<file path="src/rtl/core/assert_macros.svh">
// Assertion macros shared by the mixer RTL.
// Needs nothing else; include by bare file name.
`ifndef ASSERT_MACROS_SVH
`define ASSERT_MACROS_SVH

// Same-cycle implication, disabled during reset.
`define SSMGR_ASSERT_IMP(lbl, clk, rst, ante, cons) \
  lbl: assert property (@(posedge clk) disable iff (rst) (ante) |-> (cons)) \
    else $error("%m: implication check failed");

// Next-cycle implication, disabled during reset.
`define SSMGR_ASSERT_NXT(lbl, clk, rst, ante, cons) \
  lbl: assert property (@(posedge clk) disable iff (rst) (ante) |=> (cons)) \
    else $error("%m: next-cycle check failed");

`endif

</file>
<file path="src/rtl/core/ssmgr_pkg.sv">
// Shared types and constants for the stereo mixer with gain ramp.
// No dependencies.
package ssmgr_pkg;

  localparam int CHUNK_FRAMES_DEF = 256;

  localparam int CFG_IDX_W  = 3;
  localparam int CFG_DATA_W = 25;

  // register indexes
  localparam logic [CFG_IDX_W-1:0] REG_PLAY_MODE   = 3'd0;
  localparam logic [CFG_IDX_W-1:0] REG_BASE_LEVEL  = 3'd1;
  localparam logic [CFG_IDX_W-1:0] REG_ACCENT      = 3'd2;
  localparam logic [CFG_IDX_W-1:0] REG_PAN         = 3'd3;
  localparam logic [CFG_IDX_W-1:0] REG_LEFT_START  = 3'd4;
  localparam logic [CFG_IDX_W-1:0] REG_LEFT_STEP   = 3'd5;
  localparam logic [CFG_IDX_W-1:0] REG_RIGHT_START = 3'd6;
  localparam logic [CFG_IDX_W-1:0] REG_RIGHT_STEP  = 3'd7;

  localparam logic [1:0] MODE_ACCENT = 2'd1;

  localparam logic [8:0]  LEVEL_MAX   = 9'd256;
  localparam logic [20:0] GAIN_MAX    = 21'd4095;

  typedef enum logic [3:0] {
    S_IDLE,
    S_BASE,
    S_PPL,
    S_GL,
    S_PPR,
    S_GR,
    S_MIXLG,
    S_MIXL,
    S_MIXR,
    S_DONE
  } state_t;

  typedef enum logic [2:0] {
    MUL_BASE,
    MUL_PPL,
    MUL_GL,
    MUL_PPR,
    MUL_GR,
    MUL_MIXL,
    MUL_MIXR
  } mul_sel_t;

  typedef struct packed {
    logic     accept;
    logic     mul_en;
    mul_sel_t mul_sel;
    logic     clamp;
    logic     load_base;
    logic     load_gain_l;
    logic     load_gain_r;
    logic     load_mix_l;
    logic     finish;
  } cmd_t;

  typedef struct packed {
    logic chunk_start;
  } status_t;

endpackage

</file>
<file path="src/rtl/core/ssmgr_ctrl.sv">
// Sequencer for the mixer: steps the shared multiplier and the output handshake.
// Depends on ssmgr_pkg and assert_macros.svh.
`include "assert_macros.svh"

module ssmgr_ctrl (
  input  logic               clk,
  input  logic               rst,
  input  logic               in_valid,
  output logic               in_ready,
  output logic               out_valid,
  input  logic               out_ready,
  input  ssmgr_pkg::status_t status,
  output ssmgr_pkg::cmd_t    cmd
);

  ssmgr_pkg::state_t state, state_next;
  logic out_free;

  assign out_free = !out_valid || out_ready;

  always_ff @(posedge clk) begin
    if (rst) begin
      state     <= ssmgr_pkg::S_IDLE;
      out_valid <= 1'b0;
    end else begin
      state <= state_next;
      if (cmd.finish) begin
        out_valid <= 1'b1;
      end else if (out_ready) begin
        out_valid <= 1'b0;
      end
    end
  end

  always_comb begin
    state_next = state;
    case (state)
      ssmgr_pkg::S_IDLE: begin
        if (in_valid) begin
          state_next = status.chunk_start ? ssmgr_pkg::S_BASE : ssmgr_pkg::S_MIXL;
        end
      end
      ssmgr_pkg::S_BASE:  state_next = ssmgr_pkg::S_PPL;
      ssmgr_pkg::S_PPL:   state_next = ssmgr_pkg::S_GL;
      ssmgr_pkg::S_GL:    state_next = ssmgr_pkg::S_PPR;
      ssmgr_pkg::S_PPR:   state_next = ssmgr_pkg::S_GR;
      ssmgr_pkg::S_GR:    state_next = ssmgr_pkg::S_MIXLG;
      ssmgr_pkg::S_MIXLG: state_next = ssmgr_pkg::S_MIXR;
      ssmgr_pkg::S_MIXL:  state_next = ssmgr_pkg::S_MIXR;
      ssmgr_pkg::S_MIXR:  state_next = ssmgr_pkg::S_DONE;
      ssmgr_pkg::S_DONE: begin
        if (out_free) begin
          state_next = ssmgr_pkg::S_IDLE;
        end
      end
      default: state_next = ssmgr_pkg::S_IDLE;
    endcase
  end

  always_comb begin
    cmd      = '0;
    cmd.mul_sel = ssmgr_pkg::MUL_BASE;
    in_ready = 1'b0;
    case (state)
      ssmgr_pkg::S_IDLE: begin
        in_ready   = 1'b1;
        cmd.accept = in_valid;
      end
      ssmgr_pkg::S_BASE: begin
        cmd.mul_en  = 1'b1;
        cmd.mul_sel = ssmgr_pkg::MUL_BASE;
        cmd.clamp   = 1'b1;
      end
      ssmgr_pkg::S_PPL: begin
        cmd.mul_en    = 1'b1;
        cmd.mul_sel   = ssmgr_pkg::MUL_PPL;
        cmd.load_base = 1'b1;
      end
      ssmgr_pkg::S_GL: begin
        cmd.mul_en  = 1'b1;
        cmd.mul_sel = ssmgr_pkg::MUL_GL;
      end
      ssmgr_pkg::S_PPR: begin
        cmd.mul_en      = 1'b1;
        cmd.mul_sel     = ssmgr_pkg::MUL_PPR;
        cmd.load_gain_l = 1'b1;
      end
      ssmgr_pkg::S_GR: begin
        cmd.mul_en  = 1'b1;
        cmd.mul_sel = ssmgr_pkg::MUL_GR;
      end
      ssmgr_pkg::S_MIXLG: begin
        cmd.mul_en      = 1'b1;
        cmd.mul_sel     = ssmgr_pkg::MUL_MIXL;
        cmd.load_gain_r = 1'b1;
      end
      ssmgr_pkg::S_MIXL: begin
        cmd.mul_en  = 1'b1;
        cmd.mul_sel = ssmgr_pkg::MUL_MIXL;
      end
      ssmgr_pkg::S_MIXR: begin
        cmd.mul_en     = 1'b1;
        cmd.mul_sel    = ssmgr_pkg::MUL_MIXR;
        cmd.load_mix_l = 1'b1;
      end
      ssmgr_pkg::S_DONE: begin
        cmd.finish = out_free;
      end
      default: begin
        in_ready = 1'b0;
      end
    endcase
  end

  // an accepted beat always starts work
  `SSMGR_ASSERT_NXT(a_accept_busy, clk, rst, in_valid && in_ready, !in_ready)
  // results only land in a free output register
  `SSMGR_ASSERT_IMP(a_finish_free, clk, rst, cmd.finish, !out_valid || out_ready)
  // finishing presents a result and returns to idle
  `SSMGR_ASSERT_NXT(a_finish_idle, clk, rst, cmd.finish,
                    out_valid && state == ssmgr_pkg::S_IDLE)
  // at most one gain or base register loads per cycle
  `SSMGR_ASSERT_IMP(a_load_onehot, clk, rst, 1'b1,
                    $onehot0({cmd.load_base, cmd.load_gain_l, cmd.load_gain_r}))

endmodule

</file>
<file path="src/rtl/core/ssmgr_datapath.sv">
// Datapath: config registers, level ramp, chunk counter, shared multiplier, mix.
// Depends on ssmgr_pkg.
module ssmgr_datapath #(
  parameter int CHUNK_FRAMES = ssmgr_pkg::CHUNK_FRAMES_DEF
) (
  input  logic                             clk,
  input  logic                             rst,
  input  logic                             cfg_we,
  input  logic [ssmgr_pkg::CFG_IDX_W-1:0]  cfg_index,
  input  logic [ssmgr_pkg::CFG_DATA_W-1:0] cfg_data,
  input  logic                             note_first,
  input  logic signed [15:0]               src_left,
  input  logic signed [15:0]               src_right,
  input  logic signed [31:0]               mix_left_in,
  input  logic signed [31:0]               mix_right_in,
  output logic signed [31:0]               mix_left_out,
  output logic signed [31:0]               mix_right_out,
  input  ssmgr_pkg::cmd_t                  cmd,
  output ssmgr_pkg::status_t               status
);

  localparam int CW = (CHUNK_FRAMES > 1) ? $clog2(CHUNK_FRAMES) : 1;
  localparam logic [CW-1:0] CHUNK_LAST = CW'(CHUNK_FRAMES - 1);
  localparam logic [31:0]   CHUNK_MUL  = 32'(CHUNK_FRAMES);

  // config
  logic [1:0]         play_mode;
  logic [8:0]         base_level;
  logic [9:0]         accent_level;
  logic [8:0]         pan_position;
  logic [24:0]        left_start;
  logic signed [17:0] left_step;
  logic [24:0]        right_start;
  logic signed [17:0] right_step;

  // state
  logic [CW-1:0] chunk_count;
  logic [31:0]   left_ext;
  logic [31:0]   right_ext;
  logic [11:0]   left_gain;
  logic [11:0]   right_gain;

  // working registers
  logic signed [15:0] smp_l, smp_r;
  logic signed [31:0] acc_l, acc_r;
  logic signed [35:0] prod;
  logic [9:0]         base_r;
  logic signed [31:0] mix_l;

  logic [8:0]         lvl_sat, pan_sat;
  logic [9:0]         base_now;
  logic signed [18:0] mul_a;
  logic signed [16:0] mul_b;
  logic [20:0]        gain_q;
  logic [11:0]        gain_sat;
  logic signed [31:0] scaled;
  logic               mute;
  logic [31:0]        left_adv, right_adv;

  assign mute     = play_mode[1];
  assign lvl_sat  = (base_level > ssmgr_pkg::LEVEL_MAX) ? ssmgr_pkg::LEVEL_MAX : base_level;
  assign pan_sat  = (pan_position > ssmgr_pkg::LEVEL_MAX) ? ssmgr_pkg::LEVEL_MAX
                                                           : pan_position;
  assign base_now = (play_mode == ssmgr_pkg::MODE_ACCENT) ? prod[17:8] : {1'b0, lvl_sat};

  assign gain_q   = prod[35:15];
  assign gain_sat = (gain_q > ssmgr_pkg::GAIN_MAX) ? 12'hFFF : gain_q[11:0];
  // low 32 bits of the product, arithmetic shift by 8
  assign scaled   = {{8{prod[31]}}, prod[31:8]};

  assign left_adv  = left_ext + {{14{left_step[17]}}, left_step} * CHUNK_MUL;
  assign right_adv = right_ext + {{14{right_step[17]}}, right_step} * CHUNK_MUL;

  assign status.chunk_start = note_first || (chunk_count == '0);

  always_comb begin
    mul_a = '0;
    mul_b = '0;
    case (cmd.mul_sel)
      ssmgr_pkg::MUL_BASE: begin
        mul_a = {9'd0, accent_level};
        mul_b = {8'd0, lvl_sat};
      end
      ssmgr_pkg::MUL_PPL: begin
        mul_a = {10'd0, ssmgr_pkg::LEVEL_MAX - pan_sat};
        mul_b = {7'd0, base_now};
      end
      ssmgr_pkg::MUL_GL: begin
        mul_a = {1'b0, prod[17:0]};
        mul_b = {2'd0, left_ext[30:16]};
      end
      ssmgr_pkg::MUL_PPR: begin
        mul_a = {10'd0, pan_sat};
        mul_b = {7'd0, base_r};
      end
      ssmgr_pkg::MUL_GR: begin
        mul_a = {1'b0, prod[17:0]};
        mul_b = {2'd0, right_ext[30:16]};
      end
      ssmgr_pkg::MUL_MIXL: begin
        mul_a = {{3{smp_l[15]}}, smp_l};
        mul_b = {5'd0, left_gain};
      end
      ssmgr_pkg::MUL_MIXR: begin
        mul_a = {{3{smp_r[15]}}, smp_r};
        mul_b = {5'd0, right_gain};
      end
      default: begin
        mul_a = '0;
      end
    endcase
  end

  always_ff @(posedge clk) begin
    if (rst) begin
      play_mode    <= '0;
      base_level   <= 9'd128;
      accent_level <= 10'd384;
      pan_position <= 9'd128;
      left_start   <= '0;
      left_step    <= '0;
      right_start  <= '0;
      right_step   <= '0;
    end else if (cfg_we) begin
      case (cfg_index)
        ssmgr_pkg::REG_PLAY_MODE:   play_mode    <= cfg_data[1:0];
        ssmgr_pkg::REG_BASE_LEVEL:  base_level   <= cfg_data[8:0];
        ssmgr_pkg::REG_ACCENT:      accent_level <= cfg_data[9:0];
        ssmgr_pkg::REG_PAN:         pan_position <= cfg_data[8:0];
        ssmgr_pkg::REG_LEFT_START:  left_start   <= cfg_data[24:0];
        ssmgr_pkg::REG_LEFT_STEP:   left_step    <= cfg_data[17:0];
        ssmgr_pkg::REG_RIGHT_START: right_start  <= cfg_data[24:0];
        ssmgr_pkg::REG_RIGHT_STEP:  right_step   <= cfg_data[17:0];
        default: begin
          play_mode <= play_mode;
        end
      endcase
    end
  end

  // ramp state and gains
  always_ff @(posedge clk) begin
    if (rst) begin
      chunk_count <= '0;
      left_ext    <= '0;
      right_ext   <= '0;
      left_gain   <= '0;
      right_gain  <= '0;
    end else begin
      if (cmd.accept && note_first) begin
        chunk_count <= '0;
        left_ext    <= {7'd0, left_start};
        right_ext   <= {7'd0, right_start};
      end else if (cmd.clamp) begin
        if (left_ext[31]) left_ext <= '0;
        if (right_ext[31]) right_ext <= '0;
      end else if (cmd.finish) begin
        if (chunk_count == CHUNK_LAST) begin
          chunk_count <= '0;
          left_ext    <= left_adv;
          right_ext   <= right_adv;
        end else begin
          chunk_count <= chunk_count + CW'(1);
        end
      end
      if (cmd.load_gain_l) left_gain <= gain_sat;
      if (cmd.load_gain_r) right_gain <= gain_sat;
    end
  end

  // payload registers
  always_ff @(posedge clk) begin
    if (cmd.accept) begin
      smp_l <= src_left;
      smp_r <= src_right;
      acc_l <= mix_left_in;
      acc_r <= mix_right_in;
    end
    if (cmd.mul_en) prod <= mul_a * mul_b;
    if (cmd.load_base) base_r <= base_now;
    if (cmd.load_mix_l) mix_l <= mute ? acc_l : acc_l + scaled;
    if (cmd.finish) begin
      mix_left_out  <= mix_l;
      mix_right_out <= mute ? acc_r : acc_r + scaled;
    end
  end

endmodule

</file>
<file path="src/rtl/core/stereo_sample_mixer_gain_ramp_unit.sv">
// Stereo sample mixer with pan, accent and ramped level; top level.
// Depends on ssmgr_pkg, ssmgr_ctrl, ssmgr_datapath.
// The first frame of each chunk runs the longer multiplier schedule below.
// One shared multiplier: a new frame is taken only after the current one is written back.
// A finished result waits in the output register while the next frame is taken.
// Reset (rst, synchronous): registers to defaults, levels, gains and chunk count zero.
module stereo_sample_mixer_gain_ramp_unit #(
  parameter int CHUNK_FRAMES = ssmgr_pkg::CHUNK_FRAMES_DEF
) (
  input  logic                             clk,
  input  logic                             rst,
  // configuration write port
  input  logic                             cfg_we,
  input  logic [ssmgr_pkg::CFG_IDX_W-1:0]  cfg_index,
  input  logic [ssmgr_pkg::CFG_DATA_W-1:0] cfg_data,
  // input beat
  input  logic                             in_valid,
  output logic                             in_ready,
  input  logic                             note_first,
  input  logic signed [15:0]               src_left,
  input  logic signed [15:0]               src_right,
  input  logic signed [31:0]               mix_left_in,
  input  logic signed [31:0]               mix_right_in,
  // output beat
  output logic                             out_valid,
  input  logic                             out_ready,
  output logic signed [31:0]               mix_left_out,
  output logic signed [31:0]               mix_right_out
);

  // Controller walks the multiplier schedule:
  //   chunk start: base, left pan*base, left gain, right pan*base, right gain,
  //                left mix, right mix, writeback
  //   other frame: left mix, right mix, writeback
  // Each multiply lands in one product register read by the next step.
  ssmgr_pkg::cmd_t    cmd;
  ssmgr_pkg::status_t status;

  ssmgr_ctrl u_ctrl (
    .clk       (clk),
    .rst       (rst),
    .in_valid  (in_valid),
    .in_ready  (in_ready),
    .out_valid (out_valid),
    .out_ready (out_ready),
    .status    (status),
    .cmd       (cmd)
  );

  // Datapath holds config, level ramp, gains and the output register.
  // Note start reloads levels on the accepting edge; ramp advance and
  // chunk count update at writeback.
  ssmgr_datapath #(
    .CHUNK_FRAMES (CHUNK_FRAMES)
  ) u_datapath (
    .clk           (clk),
    .rst           (rst),
    .cfg_we        (cfg_we),
    .cfg_index     (cfg_index),
    .cfg_data      (cfg_data),
    .note_first    (note_first),
    .src_left      (src_left),
    .src_right     (src_right),
    .mix_left_in   (mix_left_in),
    .mix_right_in  (mix_right_in),
    .mix_left_out  (mix_left_out),
    .mix_right_out (mix_right_out),
    .cmd           (cmd),
    .status        (status)
  );

endmodule

</file>
<file path="config.mk">
export PLATFORM = sky130hd
export DESIGN_NAME = stereo_sample_mixer_gain_ramp_unit
export DESIGN_NICKNAME = d
export VERILOG_FILES = /design/src/rtl/core/ssmgr_pkg.sv /design/src/rtl/core/ssmgr_ctrl.sv /design/src/rtl/core/ssmgr_datapath.sv /design/src/rtl/core/stereo_sample_mixer_gain_ramp_unit.sv
export VERILOG_INCLUDE_DIRS = /design/src /design/src/rtl/core
export SDC_FILE = /design/constraint.sdc
export NUM_CORES = 2
export LEC_CHECK = 0
export BUFFER_PORTS_ARGS = -buffer_cell sky130_fd_sc_hd__buf_2
export CAP_MARGIN = 20
export CORE_ASPECT_RATIO = 1.75
export CORE_MARGIN = 2
export CORE_UTILIZATION = 30
export DETAILED_ROUTE_END_ITERATION = 6
export PLACE_DENSITY = 0.46
export SYNTH_ARGS = -nofsm -noshare
export SYNTH_HDL_FRONTEND = slang
export SYNTH_HIERARCHICAL = 1
export SYNTH_SLANG_ARGS = --single-unit
</file>
<file path="constraint.sdc">
create_clock -name clk -period 9.5 [get_ports clk]
set_input_delay 0.95 -clock clk [delete_from_list [all_inputs] [get_ports clk]]
set_output_delay 0.95 -clock clk [all_outputs]
set_load 0.01 [all_outputs]
</file>
==> metrics.txt <==
run status complete, no violations; Synth Cell Area 32100 um^2; clk_lat worst skew 0.63 ns; layout cells sized above 1 10.9%; vias 25300; H-tree levels 2; vias in the first global route 27000; Final Hold Viols 0; clk root buf clkbuf_16; post-cts resize count 0; # rows 158; Avg WL per Cell 21.3 um; top_reg_cell synth edfxtp_1; remaining routing DRC violations 0; vias per cell 5.01; Routed WL 107000 um; Setup-failing EPs final 0; pin count of the biggest net entering global routing 93; #FFs+latches synth 422; synthesized-area fraction occupied by adder cells 25.8%; Routed Antenna Nets 0; Final Wtd Congestion 0.879; fin crit period 8.96 ns; PD cells 143 nW/um^2; compound-gate portion of the synthesized area 14.3%; CP Data Arrival Time 9.32 ns; main combinational cell family by area after synthesis adder cells; WP data required 9.86 ns; GR Overflow Total 0; Filler cells 10900; first-pass GRT wire length 164000 um; Fin Clk Skew 0.0299 ns; final setup TNS 0 ns; Post CTS Setup Buffer Count 0; # nets final 4262; Synth Area in Simple Gates 15.2%; IO Count 196; Port Buffers 195; Worst setup EP type flip-flop; CP startpoint kind flip-flop; Max-Cap Viols 0; dpl cells 4954; worst IR drop on VDD 135 uV; Worst-path clk slew 0.07 ns; clock sinks 422; period utilisation layout 94.3%; Synth warnings 6; clk buf depth 3; hold-fix buffers at CTS 0; sequential fraction of the synthesis area 33.7%; 1st-iter DRT viols 1240; DRT Pass-1 Iters 5; worst slew pin tran 1.05 ns; initial antenna violation count 4; Synth Instances 3451; RSZ-0062 raised after global routing false; async set-reset flop share out of synthesis 0%; CP Max Fanout 22; multiplexer area fraction after synthesis 1.31%; final cell count without fillers 5045; area grow syn2layout 13.8%; max_slew headroom 30.1%; synth unique cells 85; Crit Path Class reg2reg; number of flops mapped to enable cells by yosys 237; final slew viol count 0; chip width 251 um; CTS tree done; core area 106000 um^2; mean post-synth cell area 9.31 um^2; GRT Overall Usage 19.7%; CTS buffer count 47; dpl hpwl 84800 um; XOR/XNOR Fraction of Synth Area 3.41%; Die Y-Extent 437 um; Max Fclk 112 MHz; Starting Density 30.3%; Leak 15.2 nW; worst hold-check path type reg2reg; die area 110000 um^2
[area by class of cell]
| type | count | area, um^2 | area share (%) |
|---|---|---|---|
| Antenna cell | 2 | 5.00 | 0.0137 |
| Clock buffer | 55 | 1250 | 3.42 |
| Clock inverter | 33 | 308 | 0.842 |
| Inverter | 408 | 1530 | 4.19 |
| Multi-Input combinational cell | 2495 | 19400 | 53.0 |
| Sequential cell | 422 | 10800 | 29.6 |
| Tap cell | 1360 | 1700 | 4.65 |
| Timing Repair Buffer | 270 | 1550 | 4.25 |
[worst paths after layout]
path / start / end / slack [ns] / depth (start not counted)
min reg2reg: u_datapath/mix_l[1] / u_datapath/mix_left_out[1] / 0.42 / 0
min: u_datapath/mix_l[1] / u_datapath/mix_left_out[1] / 0.42 / 0
max: u_ctrl/state[0] / u_datapath/prod[34] / 0.54 / 24
max reg2reg: u_ctrl/state[0] / u_datapath/prod[34] / 0.54 / 24
[where the power goes]
group / internal [W] / switching (W) / leakage [nW]
clock network: 0.00104 / 0.000867 / 0.749
logic: 0.000430 / 0.000721 / 10.8
registers: 0.00206 / 0.000108 / 3.71
[layout by cell type, fill, tap and decap left out, drive strengths merged, types with 24 or more instances in the layout]
master    n
dfxtp   185
nor2    315
a21oi   232
edfxtp  237
xnor2    76
ha      199
nand2b   43
nand2   509
a221oi   24
inv     417
buf     270
a31oi    39
xor2     49
nor2b    25
a211oi   48
clkbuf   55
a22oi    27
a21o     64
fa      289
nor3     41
mux2i    32
nand3    63
o21ai   148
o21a     29
and3     26
[worst max-delay path, cell delays in order (launching register included)]
cell and delay, ns:
dfxtp_1 0.71, nand2b_1 0.21, o31ai_4 0.56, buf_4 0.36, nor2b_1 0.20, buf_4 0.19, a22o_1 0.26, and2_0 0.71
nand2_1 0.22, fa_1 0.58, inv_1 0.14, fa_1 0.73, inv_1 0.19, fa_1 0.49, fa_1 0.59, fa_1 0.43
fa_1 0.50, inv_1 0.04, ha_1 0.34, a21oi_1 0.26, nand2_1 0.09, a21o_1 0.24, or4_1 0.47, o311ai_0 0.10
a311oi_1 0.08
[cells by family (layout without fill, tap and decap cells)]
kind of cell | Yosys count | count (layout)
AND/OR/NAND/NOR | 1116 | 1116
multiplexers | 41 | 41
buffers and inverters | 538 | 766
flip-flops | 422 | 422
AO/OA/AOI/OAI | 719 | 719
XOR/XNOR | 125 | 125
adder cells (fa/ha/maj) | 488 | 488
other | 2 | 8
[Yosys cell counts (14+ instances only)]
| cell type | instances | area (um^2) |
|---|---|---|
| nand2_1 | 509 | 1910 |
| inv_1 | 406 | 1520 |
| nor2_1 | 315 | 1180 |
| fa_1 | 289 | 5790 |
| edfxtp_1 | 237 | 7120 |
| a21oi_1 | 232 | 1160 |
| ha_1 | 199 | 2490 |
| dfxtp_1 | 185 | 3700 |
| o21ai_0 | 112 | 561 |
| clkbuf_1 | 110 | 413 |
| xnor2_1 | 76 | 666 |
| a21o_1 | 64 | 480 |
| nand3_1 | 63 | 315 |
| xor2_1 | 49 | 429 |
| a211oi_1 | 47 | 353 |
| nand2b_1 | 43 | 269 |
| nor3_1 | 40 | 200 |
| a31oi_1 | 37 | 231 |
| mux2i_1 | 32 | 320 |
| o21ai_1 | 32 | 160 |
| o21a_1 | 29 | 218 |
| a22oi_1 | 27 | 203 |
| and3_1 | 26 | 163 |
| nor2b_1 | 24 | 150 |
| a221oi_1 | 22 | 193 |
| o21bai_1 | 17 | 128 |
| and2_1 | 16 | 100 |
| nand4_1 | 14 | 87.6 |
[sequential cells by signal, summed over array words and instances, names as in the netlist, 2 cells and up]
register	flops
u_datapath/right_start	17
u_datapath/mix_right_out	32
u_datapath/left_step	18
u_datapath/pan_position	9
u_datapath/accent_level	10
u_datapath/base_level	9
u_ctrl/state	4
u_datapath/smp_r	16
u_datapath/right_gain	12
u_datapath/left_ext	24
u_datapath/right_ext	24
u_datapath/mix_left_out	32
u_datapath/acc_l	32
u_datapath/mix_l	32
u_datapath/smp_l	16
u_datapath/play_mode	2
u_datapath/chunk_count	8
u_datapath/right_step	18
u_datapath/acc_r	32
u_datapath/left_gain	12
u_datapath/prod	35
u_datapath/left_start	17
u_datapath/base_r	10
[stage by stage]
stage | hold slack (ns) | power, W | instance area, um^2 | utilization, % | setup slack (ns)
floorplan | 0.400 | 0.00292 | 32100 | - | 1.48
global placement | 0.403 | 0.00337 | 35000 | 32.9 | 0.753
detailed placement | 0.405 | 0.00337 | 35000 | 32.9 | 0.590
CTS | 0.418 | 0.00532 | 36500 | 34.4 | 0.622
global route | 0.427 | 0.00549 | 36600 | 34.4 | 0.0422
finish | 0.417 | 0.00523 | 36600 | 34.4 | 0.537
[routing by layer]
layer | wire length, um | track usage (%)
met1 | 38800 | 20.7
met2 | 58800 | 38.4
met3 | 3860 | 2.01
met4 | 5950 | 9.91
met5 | 0 | 0
(Power assumes the default switching activity.)
